## src/hdl/mem_pkg.sv

```systemverilog
// Shared types, constants and lookup functions of the mesh element measure block.
package mem_pkg;

    localparam int STORED_NODES      = 8;
    localparam int MAX_ELEMENT_NODES = 20;
    localparam int COORD_W           = 32;
    localparam int IDX_W             = $clog2(STORED_NODES);
    localparam int ADDR_W            = IDX_W + 1;
    localparam int CNT_W             = $clog2(MAX_ELEMENT_NODES + 1);

    localparam int KIND_W   = 3;
    localparam int STATUS_W = 3;
    localparam int MEAS_W   = 64;

    // datapath widths
    localparam int DIFF_W = COORD_W + 1;       // coordinate difference
    localparam int CRS_W  = 2 * DIFF_W;        // cross product component
    localparam int PROD_W = 2 * CRS_W;         // unsigned product magnitude
    localparam int ACC_W  = PROD_W + 2;        // dot product accumulator
    localparam int ROOT_W = CRS_W;             // square root of a PROD_W value
    localparam int REM_W  = ROOT_W + 2;
    localparam int AREA_W = ROOT_W + 1;
    localparam int VOL_W  = 3 * DIFF_W + 4;    // six triple products
    localparam int AREA_SHIFT = 9;
    localparam int VOL_SHIFT  = 25;            // 24 fraction bits, then halve
    // divide by three one 16-bit digit at a time; dividend padded to whole digits
    localparam int DIG_W  = 16;
    localparam int QUO_W  = ((VOL_W - VOL_SHIFT + DIG_W - 1) / DIG_W) * DIG_W;
    localparam int DIV3_SHIFT = 19;
    localparam logic [DIG_W+1:0] DIV3_MUL = 18'd174763;   // ceil(2^19 / 3)
    localparam int ITER_W = 7;

    localparam logic [ITER_W-1:0] MUL_LAST  = ITER_W'(CRS_W - 1);
    localparam logic [ITER_W-1:0] SQRT_LAST = ITER_W'(ROOT_W - 1);
    localparam logic [ITER_W-1:0] DIV_LAST  = ITER_W'(QUO_W / DIG_W - 1);

    localparam logic [KIND_W-1:0] KIND_TRI  = 3'd0;
    localparam logic [KIND_W-1:0] KIND_QUAD = 3'd1;
    localparam logic [KIND_W-1:0] KIND_TET  = 3'd2;
    localparam logic [KIND_W-1:0] KIND_HEX  = 3'd3;

    localparam logic [STATUS_W-1:0] ST_OK      = 3'd0;
    localparam logic [STATUS_W-1:0] ST_FEW     = 3'd1;
    localparam logic [STATUS_W-1:0] ST_MISSING = 3'd2;
    localparam logic [STATUS_W-1:0] ST_UNSUP   = 3'd3;
    localparam logic [STATUS_W-1:0] ST_SAT     = 3'd4;

    typedef logic [COORD_W-1:0] coord_t;
    typedef logic [IDX_W-1:0]   nidx_t;

    typedef struct packed {
        coord_t z;
        coord_t y;
        coord_t x;
    } node_t;

    typedef struct packed {
        logic [KIND_W-1:0]       kind;
        logic [STATUS_W-1:0]     status;
        logic [STORED_NODES-1:0] present;
        logic                    bank;
    } job_t;

    typedef struct packed {
        logic valid;
        logic bank;
    } rel_t;

    // one piece of work: a tetrahedron or a cross product magnitude
    typedef struct packed {
        logic  tet;
        nidx_t n0;
        nidx_t n1;
        nidx_t n2;
        nidx_t n3;
    } part_t;

    function automatic part_t mk_part(input logic tet, input nidx_t a, input nidx_t b,
                                      input nidx_t c, input nidx_t d);
        part_t p;
        p.tet = tet;
        p.n0  = a;
        p.n1  = b;
        p.n2  = c;
        p.n3  = d;
        return p;
    endfunction

    function automatic part_t part_of(input logic [KIND_W-1:0] kind, input logic [2:0] num);
        part_t p;
        p = mk_part(1'b0, 3'd1, 3'd0, 3'd2, 3'd0);
        unique case (kind)
            KIND_TRI:  p = mk_part(1'b0, 3'd1, 3'd0, 3'd2, 3'd0);
            KIND_QUAD: p = (num == 3'd0) ? mk_part(1'b0, 3'd1, 3'd0, 3'd3, 3'd0)
                                         : mk_part(1'b0, 3'd2, 3'd1, 3'd2, 3'd3);
            KIND_TET:  p = mk_part(1'b1, 3'd0, 3'd1, 3'd2, 3'd3);
            default:
            begin
                unique case (num)
                    3'd0:    p = mk_part(1'b1, 3'd0, 3'd1, 3'd3, 3'd4);
                    3'd1:    p = mk_part(1'b1, 3'd1, 3'd2, 3'd3, 3'd6);
                    3'd2:    p = mk_part(1'b1, 3'd1, 3'd3, 3'd4, 3'd6);
                    3'd3:    p = mk_part(1'b1, 3'd3, 3'd4, 3'd6, 3'd7);
                    3'd4:    p = mk_part(1'b1, 3'd1, 3'd4, 3'd5, 3'd6);
                    default: p = mk_part(1'b1, 3'd4, 3'd6, 3'd7, 3'd5);
                endcase
            end
        endcase
        return p;
    endfunction

    function automatic logic [2:0] part_total(input logic [KIND_W-1:0] kind);
        logic [2:0] n;
        unique case (kind)
            KIND_QUAD: n = 3'd2;
            KIND_HEX:  n = 3'd6;
            default:   n = 3'd1;
        endcase
        return n;
    endfunction

    // operand indices of the six cross product terms
    function automatic logic [1:0] mul_a_idx(input logic [2:0] step);
        logic [1:0] i;
        unique case (step)
            3'd0, 3'd5: i = 2'd1;
            3'd1, 3'd2: i = 2'd2;
            default:    i = 2'd0;
        endcase
        return i;
    endfunction

    function automatic logic [1:0] mul_b_idx(input logic [2:0] step);
        logic [1:0] i;
        unique case (step)
            3'd0, 3'd3: i = 2'd2;
            3'd1, 3'd4: i = 2'd1;
            default:    i = 2'd0;
        endcase
        return i;
    endfunction

endpackage

```

## src/hdl/mem_queue.sv

```systemverilog
// Two-entry job queue between the front end and the back end.
module mem_queue (
    input  logic          clk,
    input  logic          rst_n,
    input  logic          push,
    input  mem_pkg::job_t push_job,
    input  logic          pop,
    output logic          q_valid,
    output mem_pkg::job_t q_job
);
    import mem_pkg::*;

    job_t       slot_reg [2];
    logic       wr_ptr_reg, wr_ptr_next;
    logic       rd_ptr_reg, rd_ptr_next;
    logic [1:0] fill_reg, fill_next;
    logic       q_full;

    assign q_valid = (fill_reg != 2'd0);
    assign q_full  = (fill_reg == 2'd2);
    assign q_job   = slot_reg[rd_ptr_reg];

    always_comb
    begin
        wr_ptr_next = push ? !wr_ptr_reg : wr_ptr_reg;
        rd_ptr_next = pop ? !rd_ptr_reg : rd_ptr_reg;
        fill_next   = fill_reg + {1'b0, push} - {1'b0, pop};
    end

    always_ff @(posedge clk)
    begin
        if (push)
        begin
            slot_reg[wr_ptr_reg] <= push_job;
        end
    end

    always_ff @(posedge clk or negedge rst_n)
    begin
        if (!rst_n)
        begin
            wr_ptr_reg <= 1'b0;
            rd_ptr_reg <= 1'b0;
            fill_reg   <= 2'd0;
        end
        else
        begin
            wr_ptr_reg <= wr_ptr_next;
            rd_ptr_reg <= rd_ptr_next;
            fill_reg   <= fill_next;
        end
    end

    a_no_overflow: assert property (@(posedge clk) disable iff (!rst_n)
        push |-> !q_full)
        else $error("job queue overflow");

    a_no_underflow: assert property (@(posedge clk) disable iff (!rst_n)
        pop |-> q_valid)
        else $error("job queue underflow");

endmodule

```

## config.mk

```make
export PLATFORM = sky130hd
export DESIGN_NAME = mem_queue
export DESIGN_NICKNAME = d
export VERILOG_FILES = /design/src/hdl/mem_pkg.sv /design/src/hdl/mem_queue.sv
export SDC_FILE = /design/constraint.sdc
export NUM_CORES = 1
export LEC_CHECK = 0
export ABC_CLOCK_PERIOD_IN_PS = 4100
export BUFFER_PORTS_ARGS = -buffer_cell sky130_fd_sc_hd__clkbuf_2
export CORE_ASPECT_RATIO = 0.75
export CORE_MARGIN = 5
export CORE_UTILIZATION = 54
export CTS_CLUSTER_SIZE = 12
export DETAILED_ROUTE_END_ITERATION = 8
export MAX_ROUTING_LAYER = met4
export PLACE_DENSITY = 0.81
export SLEW_MARGIN = 10
export SYNTH_ARGS = -nofsm -noshare
export SYNTH_HDL_FRONTEND = slang
export SYNTH_SLANG_ARGS = --single-unit
```

## constraint.sdc

```tcl
create_clock -name clk -period 4.1 [get_ports clk]
set_clock_uncertainty 0.2 [all_clocks]
set_input_delay 0.82 -clock clk [delete_from_list [all_inputs] [get_ports clk]]
set_output_delay 0.82 -clock clk [all_outputs]
set_load 0.05 [all_outputs]
```

==> metrics.txt <==
CTS hold repair buffers=0; worst hold slack=98.0 ps; sequential share of the synthesized area=0.754; post-detail-place hpwl=1.25 mm; most frequent cells in the layout=clkbuf_2 (34), edfxtp_1 (30), mux2_4 (9); Routability Congestion=0.640; chip width=67.3 um; NetSw=0.480 mW; unrepaired setup endpoints after global routing=false; Synth Area per Inst=21.8 um^2; worst path cell trace=mux2_2, clkbuf_2; initial antenna violation count=0; syn_nets=82; switching share of power=0.386; Sequential Power Share=0.419; most common cell after layout, fill and taps aside=clkbuf_2; slowest stage delay, CP=880 ps; VDD IR max=0.000359 V; total power=1.24 mW; TritonCTS clock tree=done; DRT Wirelength=1.74 mm; Core Area=2330 um^2; vias in the first global route=669; synthesized flop and latch total=34; global-route wire length before repair=2.76 mm; Comb pwr share=0.406; dpl cells=128; number of port buffers=34; final max-slew violation count=0; Boundary Pins=35; Syn-to-layout area delta=19.6%; Finished Layout Cells=135; maximum root-to-sink buffer count=2; Slowest cell on crit path=dfrtp_1; CP Capture Type=primary output; Starting Density=0.570; CP startpoint=rd_ptr_reg; Worst slew margin=0.458; CP Max Fanout=16; first drt pass iteration count=2; fmax=350 MHz; CP top delay family=flip-flops; total inserted antenna cells=0; vias per inst=4.69; Synth Instances=61; r2r startpoint=wr_ptr_reg; total grt overflow=0; clock share of power=0.175; status=finished, final reports clean; drc violations=0; final setup fails=0; worst r2r dst=slot_reg[1][13]; Die Y=52.9 um; postcts setup bufs=0; cell row count=15; internal power=0.764 mW; CTS root buffer=clkbuf_4; Worst Reg-to-Reg Cells=1; largest net degree at the start of global routing=17; clock sinks=34; DRT antenna net count=0; CP Buf/Inv Count=1; type of the tightest min-delay check=in2async; Tot GR Track Use=0.116; WP data arrival=1840 ps; final worst-path cycle share=0.697; Worst EP required=3080 ps; Clock H-tree levels=2; fraction of layout cells with a size suffix above 1=0.564; R2R Setup Slk=2560 ps; CTS buffer count=5; Slew @ Worst Pin=814 ps; Post-CTS Resized=0; # fillers=177; YS warnings=0; Synth Cell Area=1330 um^2; Maximum Capacitance Violations=0; CP startpoint kind=register; Setup TNS=0 ps; crit path time final=2860 ps; clock slew at reported path FFs=80 ps; mean routed wirelength per cell=12.9 um; leakage power=0.668 nW; clk_lat worst skew=310 ps; number of flip-flops under the largest register name=30; via count=633; pwr/cell area=784 nW/um^2; Hold Vio Cnt, Final=0; Setup Crit Path Kind=reg2out; full die area=3560 um^2; Yosys cell types=13; drt initial violations=18; Final nets=122
power by group through the flow:
stage	Combinational, mW	Clock [mW]	Sequential (mW)
2_1_floorplan	0.480	0	0.491
3_3_place_gp	0.506	0	0.528
3_5_place_dp	0.512	0	0.533
4_1_cts	0.514	0.226	0.525
5_1_grt	0.533	0.238	0.534
6_report	0.505	0.218	0.522
worst max path at each step:
stage,slack [ps],cells after the start,endpoint
final,1240,2,q_job[2]
after global routing,1120,2,q_job[4]
after CTS,1190,2,q_job[2]
after detailed placement,1550,2,q_job[0]
after global placement,1570,2,q_job[0]
after floorplan,1970,1,slot_reg[0][0]
cell usage after synthesis, drive strengths merged:
library cell  count  area, um^2
edfxtp           30         901
mux2             15         203
dfrtp             4         100
buf               2        31.3
ha                2        25.0
inv               2        7.51
xor2              2        17.5
and2              1        6.26
nor2b             1        6.26
or2               1        6.26
xor3              1        23.8
metrics by stage:
step | worst slack [ps] | util | cell area, um^2
2_1_floorplan | 1970 | - | 1330
3_3_place_gp | 1570 | 0.652 | 1520
3_5_place_dp | 1550 | 0.652 | 1520
4_1_cts | 1190 | 0.682 | 1590
5_1_grt | 1120 | 0.682 | 1590
6_report | 1240 | 0.682 | 1590
layout make-up:
type                       instances  area [um^2]  share of cell area
clock buffer                       5         37.5              0.0236
tap                               34         42.5              0.0268
inverter                           2         7.51             0.00473
multi-input combinational         23          288               0.181
clock inverter                     2         33.8              0.0213
timing repair buffer              35          178               0.112
sequential                        34         1000               0.630
cell families (layout without fill, tap and decap cells):
logic type,count (synthesis),in the layout,synth area share
adders and majority gates,2,2,0.0188
xor gates and xnor gates,3,3,0.0311
buffers and inverters,4,44,0.0292
and+or+nand+nor,3,3,0.0141
muxes,15,15,0.153
DFF,34,34,0.754
per-layer routing:
layer  track usage  part of all wire
met1         0.120              0.42
met2         0.188              0.48
met3        0.0637             0.085
met4        0.0404             0.014
met5             -                 0
Power figures use the tool's default switching activity.
