[src/hdl/mem_pkg.sv]
// Shared types, constants and lookup functions of the mesh element measure block.
package mem_pkg;

    localparam int STORED_NODES      = 8;
    localparam int MAX_ELEMENT_NODES = 20;
    localparam int COORD_W           = 32;
    localparam int IDX_W             = $clog2(STORED_NODES);
    localparam int ADDR_W            = IDX_W + 1;
    localparam int CNT_W             = $clog2(MAX_ELEMENT_NODES + 1);

    localparam int KIND_W   = 3;
    localparam int STATUS_W = 3;
    localparam int MEAS_W   = 64;

    // datapath widths
    localparam int DIFF_W = COORD_W + 1;       // coordinate difference
    localparam int CRS_W  = 2 * DIFF_W;        // cross product component
    localparam int PROD_W = 2 * CRS_W;         // unsigned product magnitude
    localparam int ACC_W  = PROD_W + 2;        // dot product accumulator
    localparam int ROOT_W = CRS_W;             // square root of a PROD_W value
    localparam int REM_W  = ROOT_W + 2;
    localparam int AREA_W = ROOT_W + 1;
    localparam int VOL_W  = 3 * DIFF_W + 4;    // six triple products
    localparam int AREA_SHIFT = 9;
    localparam int VOL_SHIFT  = 25;            // 24 fraction bits, then halve
    // divide by three one 16-bit digit at a time; dividend padded to whole digits
    localparam int DIG_W  = 16;
    localparam int QUO_W  = ((VOL_W - VOL_SHIFT + DIG_W - 1) / DIG_W) * DIG_W;
    localparam int DIV3_SHIFT = 19;
    localparam logic [DIG_W+1:0] DIV3_MUL = 18'd174763;   // ceil(2^19 / 3)
    localparam int ITER_W = 7;

    localparam logic [ITER_W-1:0] MUL_LAST  = ITER_W'(CRS_W - 1);
    localparam logic [ITER_W-1:0] SQRT_LAST = ITER_W'(ROOT_W - 1);
    localparam logic [ITER_W-1:0] DIV_LAST  = ITER_W'(QUO_W / DIG_W - 1);

    localparam logic [KIND_W-1:0] KIND_TRI  = 3'd0;
    localparam logic [KIND_W-1:0] KIND_QUAD = 3'd1;
    localparam logic [KIND_W-1:0] KIND_TET  = 3'd2;
    localparam logic [KIND_W-1:0] KIND_HEX  = 3'd3;

    localparam logic [STATUS_W-1:0] ST_OK      = 3'd0;
    localparam logic [STATUS_W-1:0] ST_FEW     = 3'd1;
    localparam logic [STATUS_W-1:0] ST_MISSING = 3'd2;
    localparam logic [STATUS_W-1:0] ST_UNSUP   = 3'd3;
    localparam logic [STATUS_W-1:0] ST_SAT     = 3'd4;

    typedef logic [COORD_W-1:0] coord_t;
    typedef logic [IDX_W-1:0]   nidx_t;

    typedef struct packed {
        coord_t z;
        coord_t y;
        coord_t x;
    } node_t;

    typedef struct packed {
        logic [KIND_W-1:0]       kind;
        logic [STATUS_W-1:0]     status;
        logic [STORED_NODES-1:0] present;
        logic                    bank;
    } job_t;

    typedef struct packed {
        logic valid;
        logic bank;
    } rel_t;

    // one piece of work: a tetrahedron or a cross product magnitude
    typedef struct packed {
        logic  tet;
        nidx_t n0;
        nidx_t n1;
        nidx_t n2;
        nidx_t n3;
    } part_t;

    function automatic part_t mk_part(input logic tet, input nidx_t a, input nidx_t b,
                                      input nidx_t c, input nidx_t d);
        part_t p;
        p.tet = tet;
        p.n0  = a;
        p.n1  = b;
        p.n2  = c;
        p.n3  = d;
        return p;
    endfunction

    function automatic part_t part_of(input logic [KIND_W-1:0] kind, input logic [2:0] num);
        part_t p;
        p = mk_part(1'b0, 3'd1, 3'd0, 3'd2, 3'd0);
        unique case (kind)
            KIND_TRI:  p = mk_part(1'b0, 3'd1, 3'd0, 3'd2, 3'd0);
            KIND_QUAD: p = (num == 3'd0) ? mk_part(1'b0, 3'd1, 3'd0, 3'd3, 3'd0)
                                         : mk_part(1'b0, 3'd2, 3'd1, 3'd2, 3'd3);
            KIND_TET:  p = mk_part(1'b1, 3'd0, 3'd1, 3'd2, 3'd3);
            default:
            begin
                unique case (num)
                    3'd0:    p = mk_part(1'b1, 3'd0, 3'd1, 3'd3, 3'd4);
                    3'd1:    p = mk_part(1'b1, 3'd1, 3'd2, 3'd3, 3'd6);
                    3'd2:    p = mk_part(1'b1, 3'd1, 3'd3, 3'd4, 3'd6);
                    3'd3:    p = mk_part(1'b1, 3'd3, 3'd4, 3'd6, 3'd7);
                    3'd4:    p = mk_part(1'b1, 3'd1, 3'd4, 3'd5, 3'd6);
                    default: p = mk_part(1'b1, 3'd4, 3'd6, 3'd7, 3'd5);
                endcase
            end
        endcase
        return p;
    endfunction

    function automatic logic [2:0] part_total(input logic [KIND_W-1:0] kind);
        logic [2:0] n;
        unique case (kind)
            KIND_QUAD: n = 3'd2;
            KIND_HEX:  n = 3'd6;
            default:   n = 3'd1;
        endcase
        return n;
    endfunction

    // operand indices of the six cross product terms
    function automatic logic [1:0] mul_a_idx(input logic [2:0] step);
        logic [1:0] i;
        unique case (step)
            3'd0, 3'd5: i = 2'd1;
            3'd1, 3'd2: i = 2'd2;
            default:    i = 2'd0;
        endcase
        return i;
    endfunction

    function automatic logic [1:0] mul_b_idx(input logic [2:0] step);
        logic [1:0] i;
        unique case (step)
            3'd0, 3'd3: i = 2'd2;
            3'd1, 3'd4: i = 2'd1;
            default:    i = 2'd0;
        endcase
        return i;
    endfunction

endpackage

[src/hdl/mem_front.sv]
// Front end: takes node beats, stores coordinates in two banks and classifies elements.
module mem_front (
    input  logic                        clk,
    input  logic                        rst_n,
    input  logic                        in_valid,
    output logic                        in_ready,
    input  logic [mem_pkg::KIND_W-1:0]  element_kind,
    input  logic                        node_present,
    input  logic [mem_pkg::COORD_W-1:0] coord_x,
    input  logic [mem_pkg::COORD_W-1:0] coord_y,
    input  logic [mem_pkg::COORD_W-1:0] coord_z,
    input  logic                        last_node,
    output logic                        push,
    output mem_pkg::job_t               push_job,
    input  mem_pkg::rel_t               rel,
    input  logic [mem_pkg::ADDR_W-1:0]  rd_addr,
    output mem_pkg::node_t              rd_data
);
    import mem_pkg::*;

    node_t                   node_mem [2*STORED_NODES];
    node_t                   rd_data_reg;
    logic [CNT_W-1:0]        count_reg, count_next;
    logic [KIND_W-1:0]       kind_reg, kind_next;
    logic [STORED_NODES-1:0] present_reg, present_next;
    logic                    wr_bank_reg, wr_bank_next;
    logic [1:0]              busy_reg, busy_next;

    logic                    accept;
    logic                    store_en;
    logic [KIND_W-1:0]       kind_eff;
    logic [STORED_NODES-1:0] pres_new;
    logic [STORED_NODES-1:0] need_mask;
    logic [CNT_W-1:0]        cnt_inc;
    logic [CNT_W-1:0]        need;
    logic [STATUS_W-1:0]     st;
    logic [ADDR_W-1:0]       wr_addr;
    node_t                   wr_node;

    assign in_ready = !busy_reg[wr_bank_reg];
    assign accept   = in_valid && in_ready;
    assign store_en = accept && (count_reg < CNT_W'(STORED_NODES));
    assign wr_addr  = {wr_bank_reg, count_reg[IDX_W-1:0]};
    assign rd_data  = rd_data_reg;

    always_comb
    begin
        wr_node.x = coord_x;
        wr_node.y = coord_y;
        wr_node.z = coord_z;
        kind_eff  = (count_reg == '0) ? element_kind : kind_reg;
        pres_new  = present_reg;
        if (store_en && node_present)
        begin
            pres_new = present_reg | (STORED_NODES'(1) << count_reg[IDX_W-1:0]);
        end
        cnt_inc = (count_reg < CNT_W'(MAX_ELEMENT_NODES)) ? count_reg + 1'b1 : count_reg;

        unique case (kind_eff)
            KIND_TRI:
            begin
                need      = CNT_W'(3);
                need_mask = STORED_NODES'(8'h07);
            end
            KIND_HEX:
            begin
                need      = CNT_W'(8);
                need_mask = STORED_NODES'(8'hff);
            end
            default:
            begin
                need      = CNT_W'(4);
                need_mask = STORED_NODES'(8'h0f);
            end
        endcase

        priority if (kind_eff > KIND_HEX)
            st = ST_UNSUP;
        else if (cnt_inc < need)
            st = ST_FEW;
        else if (kind_eff != KIND_HEX && (pres_new & need_mask) != need_mask)
            st = ST_MISSING;
        else
            st = ST_OK;

        push             = accept && last_node;
        push_job.kind    = kind_eff;
        push_job.status  = st;
        push_job.present = pres_new;
        push_job.bank    = wr_bank_reg;

        count_next   = count_reg;
        kind_next    = kind_reg;
        present_next = present_reg;
        wr_bank_next = wr_bank_reg;
        busy_next    = busy_reg;
        if (rel.valid)
        begin
            busy_next[rel.bank] = 1'b0;
        end
        if (accept)
        begin
            if (last_node)
            begin
                // element closed: hand the bank to the back end
                count_next             = '0;
                kind_next              = '0;
                present_next           = '0;
                wr_bank_next           = !wr_bank_reg;
                busy_next[wr_bank_reg] = 1'b1;
            end
            else
            begin
                count_next   = cnt_inc;
                kind_next    = kind_eff;
                present_next = pres_new;
            end
        end
    end

    always_ff @(posedge clk)
    begin
        if (store_en)
        begin
            node_mem[wr_addr] <= wr_node;
        end
        rd_data_reg <= node_mem[rd_addr];
    end

    always_ff @(posedge clk or negedge rst_n)
    begin
        if (!rst_n)
        begin
            count_reg   <= '0;
            kind_reg    <= '0;
            present_reg <= '0;
            wr_bank_reg <= 1'b0;
            busy_reg    <= '0;
        end
        else
        begin
            count_reg   <= count_next;
            kind_reg    <= kind_next;
            present_reg <= present_next;
            wr_bank_reg <= wr_bank_next;
            busy_reg    <= busy_next;
        end
    end

    a_rel_busy: assert property (@(posedge clk) disable iff (!rst_n)
        rel.valid |-> busy_reg[rel.bank])
        else $error("bank released that was not in use");

endmodule

[config.mk]
export PLATFORM = sky130hd
export DESIGN_NAME = mem_front
export DESIGN_NICKNAME = d
export VERILOG_FILES = /design/src/hdl/mem_pkg.sv /design/src/hdl/mem_front.sv
export SDC_FILE = /design/constraint.sdc
export NUM_CORES = 1
export LEC_CHECK = 0
export BUFFER_PORTS_ARGS = -buffer_cell sky130_fd_sc_hd__buf_2
export CAP_MARGIN = 20
export CORE_ASPECT_RATIO = 0.6
export CORE_MARGIN = 3
export CORE_UTILIZATION = 50
export DETAILED_ROUTE_END_ITERATION = 8
export PLACE_DENSITY = 0.7
export SLEW_MARGIN = 20
export SYNTH_ARGS = -nofsm -noshare
export SYNTH_HDL_FRONTEND = slang
export SYNTH_SLANG_ARGS = --single-unit
[constraint.sdc]
create_clock -name clk -period 8.82 [get_ports clk]
set_input_delay 1.323 -clock clk [delete_from_list [all_inputs] [get_ports clk]]
set_output_delay 1.323 -clock clk [all_outputs]
set_load 0.02 [all_outputs]
==> reports/metrics.cfg <==
[clock_network]
cts.htree.levels = 4
cts_tree = yes
clock-root-buffer = clkbuf_16
hold_buffers = 0
cts_buffer_depth = 3
path_clk_slew_ns = 0.06
cts_buffers = 147
post_cts_resized = 0
post_cts_buffers = 0
clkLatencyLatePin_ns = 0.75
clock-sinks = 1651

[finish]
nets = 2773
area_delta_synth_final_pct = 13.2
drive_above_1_share_pct = 34.7
fin_util_pct = 57.4
n_fill_cell = 8459
layout_commonest_cell = edfxtp_1
stdcell_count = 4385
largest_reg_flops = 1536
multi_input_area_um2 = 11600
seq_area_um2 = 48500
final_cell_mix = edfxtp_1 (1536), mux4_2 (480), buf_2 (217)

[timing]
timing.setup.tns_ns = 0
maxClockFrequency_ghz = 0.178
tightestPinTransition_ns = 1.07
post-route-period-util_pct = 63.5
setup_viol = 0
finalHoldViolCount = 0
slew_headroom_pct = 28.5
worst_clock_skew_ns = 0.0238
slew_violations = 0
min_period_ns = 5.60
rsz0062_at_grt = no
fin_ws_ns = 3.22

[setup_path]
cp-start-kind = register
cp_top_family = simple AND/OR/NAND/NOR gates
slowest_stage = nor4b_4
rrSetupSlack_ns = 4.54
required_ns = 7.50
crit_fanout = 8
r2r-start = wr_bank_reg
cp-end-kind = primary output
worstPathCellList = inv_1 > ha_1 > nor4b_4 > mux2i_1 > nand2_1 > ha_1 > a21o_1 > a2111oi_0 > nand2_1 > a31o_1 > buf_2
crit_start = count_reg[0]
cp-endpoint = push_job[10]
arrival_ns = 4.28
crit_cells = 11
slowest_delay_ns = 0.52
critical_path_class = register to primary output
reg2regPathDepth = 6
worst-path-buf-inv = 2
r2r_end = node_mem[1][16]

[outcome]
status = finished, final reports clean

[placement]
place_inst = 4105
numPortBuffers = 221
finalWeightedCongestion = 0.760
dp_hpwl_um = 61200
dp_slack_ns = 4.02

[pwr]
internal_power_uw = 13400
pwr-share-comb_pct = 9.5
seq_power_share_pct = 53.9
ir_drop_v = 0.000193
power.density_nw_per_um2 = 254
power_uw = 17400
power.leakage_uw = 0.0218
swShare_pct = 22.9
clkPwrFrac_pct = 36.7
p_switching_uw = 3980

[synthesis]
synthSimpleGateAreaFrac_pct = 0.454
muxShareOfSynthArea_pct = 17.9
synth_fp_nets = 2488
ys_warn_count = 0
synthAdderAreaFrac_pct = 0.186
yosysUniqueCellTypes = 43
synth_ff_type = edfxtp_1
ys_ff_latch = 1651
synth_seq_area_share_pct = 80.0
synth_xor_xnor_area_share_pct = 0.0433
synthArstFlopShare_pct = 1.15
avgSynthCellArea_um2 = 25.6
synth_top_family_by_area = multiplexers
synth_edf_count = 1536
syn_area_um2 = 60600
synth_compound_area_share_pct = 0.384
netlist_instances = 2369

[die]
fp.dieH_um = 276
start_util_pct = 50.7
dieWidth_um = 456
io-pin-count = 223
fp.dieArea_um2 = 126000
rows = 98
core_um2 = 120000

[global_route]
grt_pass1_vias = 28019
grt_start_max_net_pins = 138
antenna_found_initial = 27
grt-ovfl-total = 0
track_usage_pct = 21.2
grt_pass1_wl_um = 193000

[detailed_routing]
drc = 0
drtAntennaViolNets = 0
wl_um = 130000
vias = 26548
drt-initial-drc-count = 2964
via_per_inst = 6.05
drtPass1Iterations = 5
wl_per_cell_um = 29.6

[min_path]
hold_class = register to register

[job]
max_cap_viol_count = 0

[power by group through the flow]
| stage | sequential [uW] | clock [uW] | combinational (uW) |
|---|---|---|---|
| 2_1_floorplan | 9600 | 0 | 918 |
| 3_3_place_gp | 9510 | 0 | 1640 |
| 3_5_place_dp | 9550 | 0 | 1670 |
| 4_1_cts | 9380 | 6530 | 1680 |
| 5_1_grt | 9420 | 6860 | 1760 |
| 6_report | 9380 | 6380 | 1650 |
[worst min-delay path by stage]
stage	from	endpoint	depth (start not counted)
floorplan	present_reg[4]	present_reg[4]	2
detailed placement	present_reg[6]	present_reg[6]	2
global placement	busy_reg[1]	busy_reg[1]	1
global route	rst_n	count_reg[2]	1
finish	present_reg[4]	present_reg[4]	2
CTS	rst_n	count_reg[2]	1
[worst min-delay path, delay by kind of cell (launching register included)]
family	cells	cell delay (ns)
flops	1	0.32
simple gates	1	0.08
compound gates	1	0.05
[kinds of logic (layout without fill, tap and decap cells)]
logic type,Yosys count,count (layout)
flops,1651,1651
simple gates,58,58
other cells,1,7
fa+ha+maj,9,9
xor+xnor,3,3
buf+inv,128,538
mux,485,485
compound gates,34,34
[routing by layer]
layer | up-vias | GRT usage [%] | wire, um
met4 | 16 | 5.28 | 2260
met5 | - | 0 | 86
li1 | 10831 | - | -
met1 | 14460 | 30.2 | 54000
met3 | 185 | 4.30 | 9480
met2 | 1056 | 34.3 | 64100
[cells in the mapped netlist (7+ instances only)]
library cell	n	share of area (%)
dfxtp_1	96	3.2
mux4_2	480	18
a21oi_1	7	0.058
dfrtp_1	19	0.78
inv_1	13	0.080
nor2_1	20	0.12
ha_1	9	0.19
buf_4	8	0.099
clkbuf_1	57	0.35
nand2_1	22	0.14
edfxtp_1	1536	76
buf_2	38	0.31
[layout make-up]
cell class                      instances  area share (%)
Antenna cell                            6          0.0219
Clock buffer                          216            6.17
Sequential cell                      1651            70.7
Multi-Input combinational cell        590            17.0
Clock inverter                         58           0.873
Inverter                               13          0.0711
Tap cell                             1600            2.92
Timing Repair Buffer                  251            2.31
[metrics by stage]
stage / area [um^2] / hold WS, ns
2_1_floorplan: 60700 / 0.453
5_1_grt: 68600 / 0.510
4_1_cts: 68600 / 0.451
6_report: 68600 / 0.490
3_5_place_dp: 63800 / 0.476
3_3_place_gp: 63800 / 0.486
(Power assumes the default switching activity.)
